[src/hw/rtl/bqrs_isqrt.sv]
// Pipelined floor integer square root, one result bit per stage.
`timescale 1ns / 1ps
module bqrs_isqrt #(
   parameter int W = 34
) (
   input  logic           clock,
   input  logic           en,
   input  logic [W-1:0]   din,
   output logic [W/2-1:0] dout
);
   localparam int NS = W / 2;

   logic [W-1:0] n_ff [NS];
   logic [W-1:0] r_ff [NS];

   genvar j;
   generate
      for (j = 0; j < NS; j++) begin : g_stage
         localparam logic [W-1:0] BIT = {{(W-1){1'b0}}, 1'b1} << (W - 2 - 2 * j);
         logic [W-1:0] n_prev;
         logic [W-1:0] r_prev;
         logic [W-1:0] trial;
         logic [W-1:0] n_in;
         logic [W-1:0] r_in;

         if (j == 0) begin : g_first
            assign n_prev = din;
            assign r_prev = '0;
         end else begin : g_next
            assign n_prev = n_ff[j-1];
            assign r_prev = r_ff[j-1];
         end

         always_comb begin
            trial = r_prev + BIT;
            if (n_prev >= trial) begin
               n_in = n_prev - trial;
               r_in = (r_prev >> 1) + BIT;
            end else begin
               n_in = n_prev;
               r_in = r_prev >> 1;
            end
         end

         always_ff @(posedge clock) begin
            if (en) begin
               n_ff[j] <= n_in;
               r_ff[j] <= r_in;
            end
         end
      end
   endgenerate

   assign dout = r_ff[NS-1][NS-1:0];
endmodule

[config.mk]
export PLATFORM = sky130hd
export DESIGN_NAME = bqrs_isqrt
export DESIGN_NICKNAME = d
export VERILOG_FILES = /design/src/hw/rtl/bqrs_isqrt.sv
export SDC_FILE = /design/constraint.sdc
export NUM_CORES = 1
export LEC_CHECK = 0
export ABC_AREA = 1
export ABC_CLOCK_PERIOD_IN_PS = 2100
export BUFFER_PORTS_ARGS = -buffer_cell sky130_fd_sc_hd__buf_2
export CORE_UTILIZATION = 58
export CTS_BUF_LIST = sky130_fd_sc_hd__clkbuf_16
export CTS_CLUSTER_DIAMETER = 80
export CTS_CLUSTER_SIZE = 16
export DETAILED_ROUTE_END_ITERATION = 7
export HOLD_SLACK_MARGIN = 0.02
export PLACE_DENSITY = 0.77
export SLEW_MARGIN = 20
export SYNTH_ARGS = -nofsm -noshare
export SYNTH_HDL_FRONTEND = slang
export SYNTH_SLANG_ARGS = --single-unit
export TNS_END_PERCENT = 10
[constraint.sdc]
create_clock -name clock -period 2.1 [get_ports clock]
set_clock_uncertainty 0.15 [all_clocks]
set_input_delay 0.21 -clock clock [delete_from_list [all_inputs] [get_ports clock]]
set_output_delay 0.21 -clock clock [all_outputs]
set_load 0.01 [all_outputs]
==> results.py <==
metrics = {
    "cts": {
        "clk_pin_slew_ps": 80,
        "cts_made_buffers": 53,
        "cts.sinks": 697,
        "cts.htree.levels": 2,
        "clock_path_buffers": 3,
        "tritoncts": "yes",
        "clk_latency_ps": 660,
        "cts_root_buf": "clkbuf_16",
    },
    "synthesis": {
        "synth_area_um2": 38390,
        "post-synth-top-count-cell": "nand2_1",
        "synth_top_area_cell": "edfxtp_1",
        "yosys_most_used_dff": "edfxtp_1",
        "yosysWarnings": 0,
        "avgSynthCellArea_um2": 9.162,
        "synth_area_leaders": "edfxtp_1 55%, nand2_1 12%, inv_1 6.2%",
        "synth.ff_latch_count": 697,
        "synth_nets": 4392,
        "synth-edff-count": 697,
        "synthArstFlopShare_pct": 0,
        "synth_top_area_share_pct": 54.52,
        "seq_area_frac_synth_pct": 54.52,
        "postSynthCellCount": 4190,
        "ys_types": 53,
        "yosys-top-cells-count": "1228 x nand2_1, 697 x edfxtp_1, 633 x inv_1",
    },
    "grt": {
        "grt_pass1_wl_um": 171800,
        "track_usage_pct": 32.67,
        "antenna_found_initial": 4,
        "overflow": 0,
        "grt_pass1_vias": 32580,
        "grt_max_degree": 71,
    },
    "job": {
        "maxCapViolCount": 0,
    },
    "outcome": {
        "status": "complete, but fails checks",
        "violations": "negative setup slack",
    },
    "placed_design": {
        "routabilityCongestion": 0.9706,
        "port_buffers": 52,
        "place_area_um2": 45270,
        "dpl.hpwl_um": 79040,
    },
    "setup_path": {
        "crit_fanout": 5,
        "reg2reg_depth": 13,
        "max_stage_delay_ps": 490,
        "r2r_start": "n_ff[0][449]$_DFFE_PP_",
        "reg2reg_to": "n_ff[0][482]$_DFFE_PP_",
        "cp_data_arrival_time_ps": 2680,
        "worstPathRequired_ps": 2370,
        "r2r_slack_ps": -310,
        "end_kind": "flop",
        "start_kind": "flop",
        "critPathSlowestCell": "edfxtp_1",
        "worstPathCellList": "ha_4, buf_6, nand2_4, o21ai_2, nand2_1, nand2_2, nand2_4, nand2_4, a21oi_4, buf_4, buf_6, nand2_1, nand2_1",
        "critical_path_class": "reg2reg",
    },
    "power": {
        "peakVddDrop_mv": 0.8824,
        "p_per_area_nw_per_um2": 843.1,
        "p_leak_nw": 22.47,
    },
    "worst_hold_path": {
        "min-delay-path-class": "in2reg",
        "worstHoldEndpoint": "n_ff[0][2]$_DFFE_PP_",
        "worst_hold_startpoint": "din[2]",
        "min_path_cells": 2,
    },
    "sta": {
        "slew_headroom_pct": 67.54,
        "tightest_slew_ps": 482.5,
        "worst_slack_ps": -310.5,
        "drv_slew": 0,
        "fin_crit_ps": 2410,
        "final-setup-viol-count": 222,
        "grt_setup_unrepaired": "true",
        "hold_violations": 0,
        "finalCritPeriodShare_pct": 114.8,
        "fmax_mhz": 414.9,
        "fin_tns_setup_ps": -28600,
    },
    "route": {
        "vias": 33710,
        "ant_nets": 0,
        "wire_per_inst_um": 19.48,
        "drcViolationCount": 0,
        "drtIter0Drc": 3687,
        "dr.pass1.iters": 7,
        "wirelength_um": 117100,
        "viasPerCell": 5.606,
    },
    "floorplan": {
        "die_height_um": 259.3,
        "core_um2": 64930,
        "fp-row-count": 93,
        "ios": 53,
        "dieWidth_um": 259.3,
        "start_util_pct": 59.13,
        "dieArea_um2": 67220,
    },
    "finish": {
        "area_delta_synth_final_pct": 32.79,
        "final_area_um2": 50980,
        "drive_above_1_share_pct": 32.54,
        "n_fill_cell": 3871,
        "num-nets-final": 5345,
    },
}
[layer usage]
| metal | GRT usage, % | up-vias | routed length, um |
|---|---|---|---|
| met5 | 0 | - | 0 |
| li1 | - | 15730 | - |
| met3 | 4.081 | 424 | 8762 |
| met1 | 42.02 | 15840 | 44790 |
| met4 | 12.14 | 0 | 5443 |
| met2 | 56.61 | 1717 | 58110 |
[placed cells by master (no fill, tap or decap), types with 29 or more instances in the layout]
| cell | Yosys | routed |
|---|---|---|
| nand3_1 | 253 | 238 |
| nand2_2 | 32 | 166 |
| nor3_1 | 40 | 29 |
| inv_1 | 633 | 565 |
| nand3b_1 | 40 | 40 |
| ha_4 | 0 | 95 |
| a21oi_2 | 40 | 100 |
| nand4_1 | 63 | 63 |
| dlygate4sd3_1 | 0 | 36 |
| o21ai_1 | 21 | 42 |
| buf_2 | 3 | 51 |
| buf_6 | 18 | 32 |
| o21ai_0 | 71 | 41 |
| ha_1 | 166 | 66 |
| nor2_2 | 24 | 61 |
| edfxtp_1 | 697 | 697 |
| a21oi_1 | 150 | 74 |
| xor2_1 | 88 | 86 |
| o21ai_2 | 26 | 35 |
| inv_2 | 19 | 85 |
| nor2_1 | 390 | 331 |
| buf_4 | 7 | 777 |
| nand2_1 | 1228 | 1051 |
| xnor2_1 | 45 | 43 |
| clkbuf_16 | 0 | 54 |
| nand2_4 | 8 | 48 |
| nor4_1 | 40 | 40 |
[how the worst max path moves through the flow]
stage | startpoint | to | slack [ps] | cells after the start
final | n_ff[0][449]$_DFFE_PP_ | n_ff[0][482]$_DFFE_PP_ | -310 | 13
after global routing | n_ff[0][449]$_DFFE_PP_ | n_ff[0][482]$_DFFE_PP_ | -360 | 13
after CTS | n_ff[0][449]$_DFFE_PP_ | n_ff[0][503]$_DFFE_PP_ | -150 | 12
after detailed placement | n_ff[0][427]$_DFFE_PP_ | n_ff[0][475]$_DFFE_PP_ | -450 | 11
after global placement | n_ff[0][427]$_DFFE_PP_ | n_ff[0][475]$_DFFE_PP_ | -500 | 11
after floorplan | n_ff[0][352]$_DFFE_PP_ | n_ff[0][389]$_DFFE_PP_ | -10 | 12
[state kept, by name, summed over array words and instances, names as in the netlist]
name and count:
n_ff 544, r_ff 153
[report_power, final]
part           switching (W)  internal, W  leakage, nW  total, W
registers            0.00132       0.0175         6.69    0.0188
logic                0.00807      0.00644         15.0    0.0145
clock network        0.00500      0.00470        0.735   0.00969
total                 0.0144       0.0286         22.5    0.0430
[kinds of logic after synthesis]
family	share of synthesized area (%)
compound gates	5.479
xor+xnor	3.034
fa+ha+maj	5.410
buf+inv	7.212
flops	54.52
simple gates	24.35
[layout make-up]
type / count / area, um2 / share of cell area, %
Multi-Input combinational cell: 2808 / 17540 / 34.41
Antenna cell: 2 / 5.005 / 0.009817
Sequential cell: 697 / 20930 / 41.06
Clock buffer: 53 / 1326 / 2.602
Inverter: 654 / 2475 / 4.855
Tap cell: 855 / 1070 / 2.098
Timing Repair Buffer: 929 / 7470 / 14.65
Clock inverter: 15 / 161.4 / 0.3166
[stage by stage]
step / std cells / hold slack, ps / power (W) / worst slack, ps / util (%)
2_1_floorplan: 4190 / 158.9 / 0.02513 / -12.02 / -
3_3_place_gp: 5797 / 237.1 / 0.03047 / -497.7 / 69.72
3_5_place_dp: 5797 / 238.1 / 0.03075 / -451.1 / 69.72
4_1_cts: 5975 / 119.0 / 0.04137 / -146.7 / 76.24
5_1_grt: 6012 / 134.5 / 0.04475 / -355.1 / 78.51
6_report: 6013 / 137.1 / 0.04298 / -310.5 / 78.52
[critical path: cells and delay by family (launching register included)]
kind	cells	cell delay, ps
AOI/OAI and AO/OA	2	250
buffers and inverters	3	380
and+or+nand+nor	7	540
adders and majority gates	1	340
DFF	1	490
[what timing repair did]
action	in CTS	in global routing
endpoints found under the setup margin	251	281
setup buffers	71	35
gates cloned	4	1
pin swaps	97	107
hold endpoints to repair	42	0
hold buffers	36	0
resized for setup	365	343
No activity file was read; power rests on OpenSTA's default activity.
