## src/hw/rtl/bqrs_div.sv

```systemverilog
// Pipelined restoring unsigned divider, one quotient bit per stage.
`timescale 1ns / 1ps
module bqrs_div #(
   parameter int NW = 34,
   parameter int DW = 17
) (
   input  logic          clock,
   input  logic          en,
   input  logic [NW-1:0] num,
   input  logic [DW-1:0] den,
   output logic [NW-1:0] quo
);
   logic [NW-1:0] n_ff [NW];
   logic [NW-1:0] q_ff [NW];
   logic [DW-1:0] r_ff [NW];
   logic [DW-1:0] d_ff [NW];

   genvar j;
   generate
      for (j = 0; j < NW; j++) begin : g_stage
         localparam logic [NW-1:0] QBIT = {{(NW-1){1'b0}}, 1'b1} << (NW - 1 - j);
         logic [NW-1:0] n_prev;
         logic [NW-1:0] q_prev;
         logic [DW-1:0] r_prev;
         logic [DW-1:0] d_prev;
         logic [DW:0]   shifted;
         logic [DW:0]   diff;
         logic [DW-1:0] r_in;
         logic [NW-1:0] q_in;

         if (j == 0) begin : g_first
            assign n_prev = num;
            assign q_prev = '0;
            assign r_prev = '0;
            assign d_prev = den;
         end else begin : g_next
            assign n_prev = n_ff[j-1];
            assign q_prev = q_ff[j-1];
            assign r_prev = r_ff[j-1];
            assign d_prev = d_ff[j-1];
         end

         always_comb begin
            shifted = {r_prev, n_prev[NW-1-j]};
            diff    = shifted - {1'b0, d_prev};
            if (shifted >= {1'b0, d_prev}) begin
               r_in = diff[DW-1:0];
               q_in = q_prev | QBIT;
            end else begin
               r_in = shifted[DW-1:0];
               q_in = q_prev;
            end
         end

         always_ff @(posedge clock) begin
            if (en) begin
               n_ff[j] <= n_prev;
               q_ff[j] <= q_in;
               r_ff[j] <= r_in;
               d_ff[j] <= d_prev;
            end
         end
      end
   endgenerate

   assign quo = q_ff[NW-1];
endmodule

```

## config.mk

```make
export PLATFORM = sky130hd
export DESIGN_NAME = bqrs_div
export DESIGN_NICKNAME = d
export VERILOG_FILES = /design/src/hw/rtl/bqrs_div.sv
export SDC_FILE = /design/constraint.sdc
export NUM_CORES = 2
export LEC_CHECK = 0
export ABC_CLOCK_PERIOD_IN_PS = 4400
export BUFFER_PORTS_ARGS = -buffer_cell sky130_fd_sc_hd__buf_4
export CAP_MARGIN = 40
export CORE_ASPECT_RATIO = 0.9
export CORE_MARGIN = 1.5
export CORE_UTILIZATION = 44
export DETAILED_ROUTE_END_ITERATION = 8
export MAX_ROUTING_LAYER = met4
export PLACE_DENSITY = 0.63
export SYNTH_ARGS = -nofsm -noshare
export SYNTH_HDL_FRONTEND = slang
export SYNTH_SLANG_ARGS = --single-unit
```

## constraint.sdc

```tcl
create_clock -name clock -period 4.4 [get_ports clock]
set_input_delay 0.22 -clock clock [delete_from_list [all_inputs] [get_ports clock]]
set_output_delay 0.22 -clock clock [all_outputs]
set_load 0.02 [all_outputs]
```

==> summary.txt <==
==================================================================================================
Status                                                                                   completed
Sum of routed wire length over all layers                                                189000 um
Number of hold-slack violations in the final timing report                                       0
Synth Cell Area                                                                       102000 sq um
Worst setup SP type                                                                      flip-flop
Delay of the slowest cell on the worst path                                                0.43 ns
Detailed-placement wirelength estimate                                                   131000 um
Via/cell ratio                                                                                5.18
Hold Path Origin                                                                           num[17]
DRC violation total after the first TritonRoute iteration                                     4169
Worst path arrival time                                                                    4.31 ns
Via count                                                                                    55.4k
Slowest cell on the critical path                                                     sky130_fd_sc_hd__a31oi_2
Count of hold buffers inserted by post-cts repair                                               82
CTS tree                                                                                      done
Origin of the worst setup path                                                        n_ff[12][20]
Endpoints failing setup                                                                          0
DRT Pass-1 Iters                                                                                 6
Worst Hold Margin                                                                        0.0877 ns
Path type of the worst setup path                                                     flip-flop to flip-flop
Worst-case clock buffer depth                                                                    3
YS warnings                                                                                      0
Detailed-route wire length per cell                                                        17.6 um
Post-Layout Inst Area                                                                 116000 sq um
Die Span X                                                                                  510 um
GP Congestion                                                                                0.884
Complex-gate fraction of the synthesized area                                               0.0951
Layout Utilization                                                                           0.503
Cell seen most often among critical-path stages                                       sky130_fd_sc_hd__inv_1
Root buffer cell                                                                      sky130_fd_sc_hd__clkbuf_16
Post-Route Skew                                                                          0.0719 ns
Footprint of the flip-flops and latches                                                68400 sq um
Worst vdd ir                                                                                472 uV
Clock sink count                                                                              2278
Distinct cell type count of the synthesized netlist                                             88
Multiplexer share of the synthesized area                                                   0.0373
Area grow syn2layout                                                                         13.5%
Core area                                                                             230000 sq um
Post-synth EDFFs                                                                              2278
Chip height                                                                                 460 um
Number of instances in the synthesized netlist                                                7066
Nets                                                                                          8105
Clock buffer count from CTS                                                                    227
Adder-cell area share of the yosys netlist                                                  0.0754
Clock transition time at the flip-flop clock pins of the worst setup and hold paths        0.06 ns
RR Startpoint                                                                         n_ff[12][20]
Min Tclk post-route                                                                        3.71 ns
Combined global-route utilization of all metal layers                                        0.165
Total power density per cell area                                                      685 nW/um^2
Number of global-route vias before repair                                                    54.6k
Crit end category                                                                        flip-flop
Total DRC errors in the routed layout                                                            0
Headroom to the max-slew limit                                                               0.355
Setup slack of the most critical reg-to-reg path                                           0.69 ns
Max Clk Rate                                                                               270 MHz
Worst-Skew Late Latency                                                                    0.86 ns
Number of H-tree levels                                                                          4
Maximum number of pins on one net before global-route repair                                   142
Final sum of negative setup slack                                                             0 ns
Floorplan die area                                                                    234000 sq um
Fraction of final layout cells with drive strength greater than 1                            0.120
Fin. max-slew vios                                                                               0
Count of buffers added by post-CTS timing repair for setup                                       0
P_leak                                                                                   0.0444 uW
Post-synth top flop                                                                   sky130_fd_sc_hd__edfxtp_1
Required @ worst endpoint                                                                  5.00 ns
Setup repair after global routing missed its margin                                          false
Filler cell count                                                                            19.2k
Synth async-reset ratio                                                                          0
Placement row count                                                                            167
Syn nets                                                                                      7714
Antenna violations before repair                                                                 3
Sum of overflow across all layers after global routing                                           0
Tightest Hold Check Type                                                              primary input to flip-flop
Count of cells resized by post-cts repair                                                        0
Final Power                                                                               79300 uW
Top delay family on crit path                                                         compound AO/OA/AOI/OAI gates
Largest fanout on the critical path                                                             13
Share of the cycle needed by the critical path after routing                                 0.842
Footprint of the multi-input gates                                                     30500 sq um
Number of synthesized register bits                                                           2278
Area post-placement                                                                   107000 sq um
Post-Synth XOR/XNOR Area                                                                    0.0370
First-pass GRT wire length                                                               299000 um
Largest family of logic cells by synthesized area                                     compound AO/OA/AOI/OAI gates
Worst Tran Pin Value                                                                      0.967 ns
Total of buffers placed on input and output ports                                               86
Number of buffers and inverters on the critical path                                             3
Share of the yosys chip area belonging to registers                                          0.671
Number of placed I/O pins                                                                       87
Remaining number of nets flagged by the antenna check after routing                              0
Mean post-synth cell area                                                               14.4 sq um
Simple logic cell fraction of the synthesized area                                          0.0537
Initial core utilization                                                                     0.443
Chain of cells forming the critical path                                              inv_1 -> ha_1 -> inv_1 -> fa_1 -> a211oi_1 -> o21ai_0 -> a21oi_1 -> o31a_1 -> o41ai_1 -> a31oi_2 -> buf_4 -> mux2_2
Total of max-cap violations                                                                      0
==================================================================================================
## cells in the mapped netlist, types with 15 or more instances
master                        n  share of area
sky130_fd_sc_hd__o21bai_1    83         0.0061
sky130_fd_sc_hd__a31oi_1     44         0.0027
sky130_fd_sc_hd__o31a_1      23         0.0020
sky130_fd_sc_hd__mux2_2     262          0.029
sky130_fd_sc_hd__xor2_1     161          0.014
sky130_fd_sc_hd__o211ai_1    23         0.0017
sky130_fd_sc_hd__a211oi_1    36         0.0027
sky130_fd_sc_hd__xnor2_1    270          0.023
sky130_fd_sc_hd__clkbuf_1    51         0.0019
sky130_fd_sc_hd__and3_1      22         0.0014
sky130_fd_sc_hd__or2_2       26         0.0016
sky130_fd_sc_hd__mux2_4      40         0.0059
sky130_fd_sc_hd__nand2_1    350          0.013
sky130_fd_sc_hd__nor4_1      15        0.00092
sky130_fd_sc_hd__ha_1       563          0.069
sky130_fd_sc_hd__o31ai_1     36         0.0027
sky130_fd_sc_hd__nand3_1     76         0.0037
sky130_fd_sc_hd__a21oi_1    411          0.020
sky130_fd_sc_hd__fa_1        32         0.0063
sky130_fd_sc_hd__nor2_1     303          0.011
sky130_fd_sc_hd__and2_1      18         0.0011
sky130_fd_sc_hd__a31o_2      19         0.0016
sky130_fd_sc_hd__nor2b_1     56         0.0034
sky130_fd_sc_hd__o21a_1      51         0.0038
sky130_fd_sc_hd__or3_1       41         0.0025
sky130_fd_sc_hd__inv_1      709          0.026
sky130_fd_sc_hd__buf_2       18        0.00088
sky130_fd_sc_hd__a211o_1     25         0.0021
sky130_fd_sc_hd__nor3_1      82         0.0040
sky130_fd_sc_hd__nand4_1     78         0.0048
sky130_fd_sc_hd__mux2i_1     24         0.0024
sky130_fd_sc_hd__edfxtp_1  2278           0.67
sky130_fd_sc_hd__a21o_1     206          0.015
sky130_fd_sc_hd__nand2b_1    53         0.0033
sky130_fd_sc_hd__o21ai_0    355          0.017
## power breakdown
group          internal (uW)  switching (uW)  total, uW
clock                  11900            8390      20300
combinational          12700           14400      27100
sequential             29600            2350      31900
total                  54200           25100      79300
## path summary, 6_finish.rpt
kind | endpoint | depth (start not counted)
hold / removal | n_ff[0][17] | 2
setup reg to reg | r_ff[13][2] | 12
hold reg to reg | n_ff[2][2] | 0
setup / recovery | r_ff[13][2] | 12
## worst register-to-register path: stages (launching register included)
cell and delay [ns]:
sky130_fd_sc_hd__edfxtp_1 0.37, sky130_fd_sc_hd__inv_1 0.08, sky130_fd_sc_hd__ha_1 0.16, sky130_fd_sc_hd__inv_1 0.05, sky130_fd_sc_hd__fa_1 0.42, sky130_fd_sc_hd__a211oi_1 0.34
sky130_fd_sc_hd__o21ai_0 0.21, sky130_fd_sc_hd__a21oi_1 0.36, sky130_fd_sc_hd__o31a_1 0.22, sky130_fd_sc_hd__o41ai_1 0.09, sky130_fd_sc_hd__a31oi_2 0.43, sky130_fd_sc_hd__buf_4 0.33
sky130_fd_sc_hd__mux2_2 0.38
## sequential cells by signal, indices dropped and copies added, names as in the netlist
name / flops
d_ff: 561
n_ff: 561
q_ff: 595
r_ff: 561
## placed cells by master, fill, tap and decap left out, drive strengths merged, types with 16 or more instances in the layout
cell	Yosys	final
o211ai	29	29
nor2b	56	56
nand4	78	78
xnor2	270	270
a31oi	50	50
a21o	206	206
o31ai	37	37
mux2i	24	24
xor2	161	161
mux2	303	303
edfxtp	2278	2278
inv	709	715
fa	32	32
bufinv	0	40
nor2	307	307
nand2	350	350
o31a	23	23
or2	26	26
dlygate4sd3	0	82
nand3	76	76
a211oi	41	41
clkinv	1	110
o21bai	83	83
ha	563	563
buf	29	160
and2	18	18
o21a	51	51
a211o	25	25
o21ai	375	375
clkinvlp	0	16
or3	41	41
clkbuf	51	254
a31o	19	19
nor3	82	82
a21oi	414	414
nor4	16	16
nand2b	53	53
and3	22	22
## area by class of cell
class	instances	share of cell area
antenna	3	0.0000649
clock inverter	171	0.0189
tap	3042	0.0329
multi-input combinational	3998	0.263
timing repair buffer	242	0.0204
inverter	710	0.0230
sequential	2278	0.591
clock buffer	254	0.0500
## routing by layer
metal  part of all wire  wire [um]  global-route usage  up-vias
li1                   -          -                   -    27200
met1               0.47      88000               0.224    27000
met2               0.46      87000               0.255      946
met3              0.047       8800              0.0298      295
met4              0.025       4770              0.0468        0
met5                  0          0                   -        -
## stage by stage
| stage | std cells | setup WS (ns) |
|---|---|---|
| 3_5_place_dp | 10200 | 0.746 |
| 6_report | 10700 | 0.693 |
| 5_1_grt | 10700 | 0.462 |
| 2_1_floorplan | 7066 | 1.24 |
| 4_1_cts | 10700 | 0.724 |
| 3_3_place_gp | 10200 | 0.756 |
## kinds of logic (layout without fill, tap and decap cells)
group / count (synthesis) / count (layout)
buf+inv: 790 / 1377
fa+ha+maj: 595 / 595
flops: 2278 / 2278
simple gates: 1157 / 1157
other cells: 0 / 3
mux: 327 / 327
xor+xnor: 431 / 431
compound gates: 1488 / 1488
(Power assumes the default switching activity.)
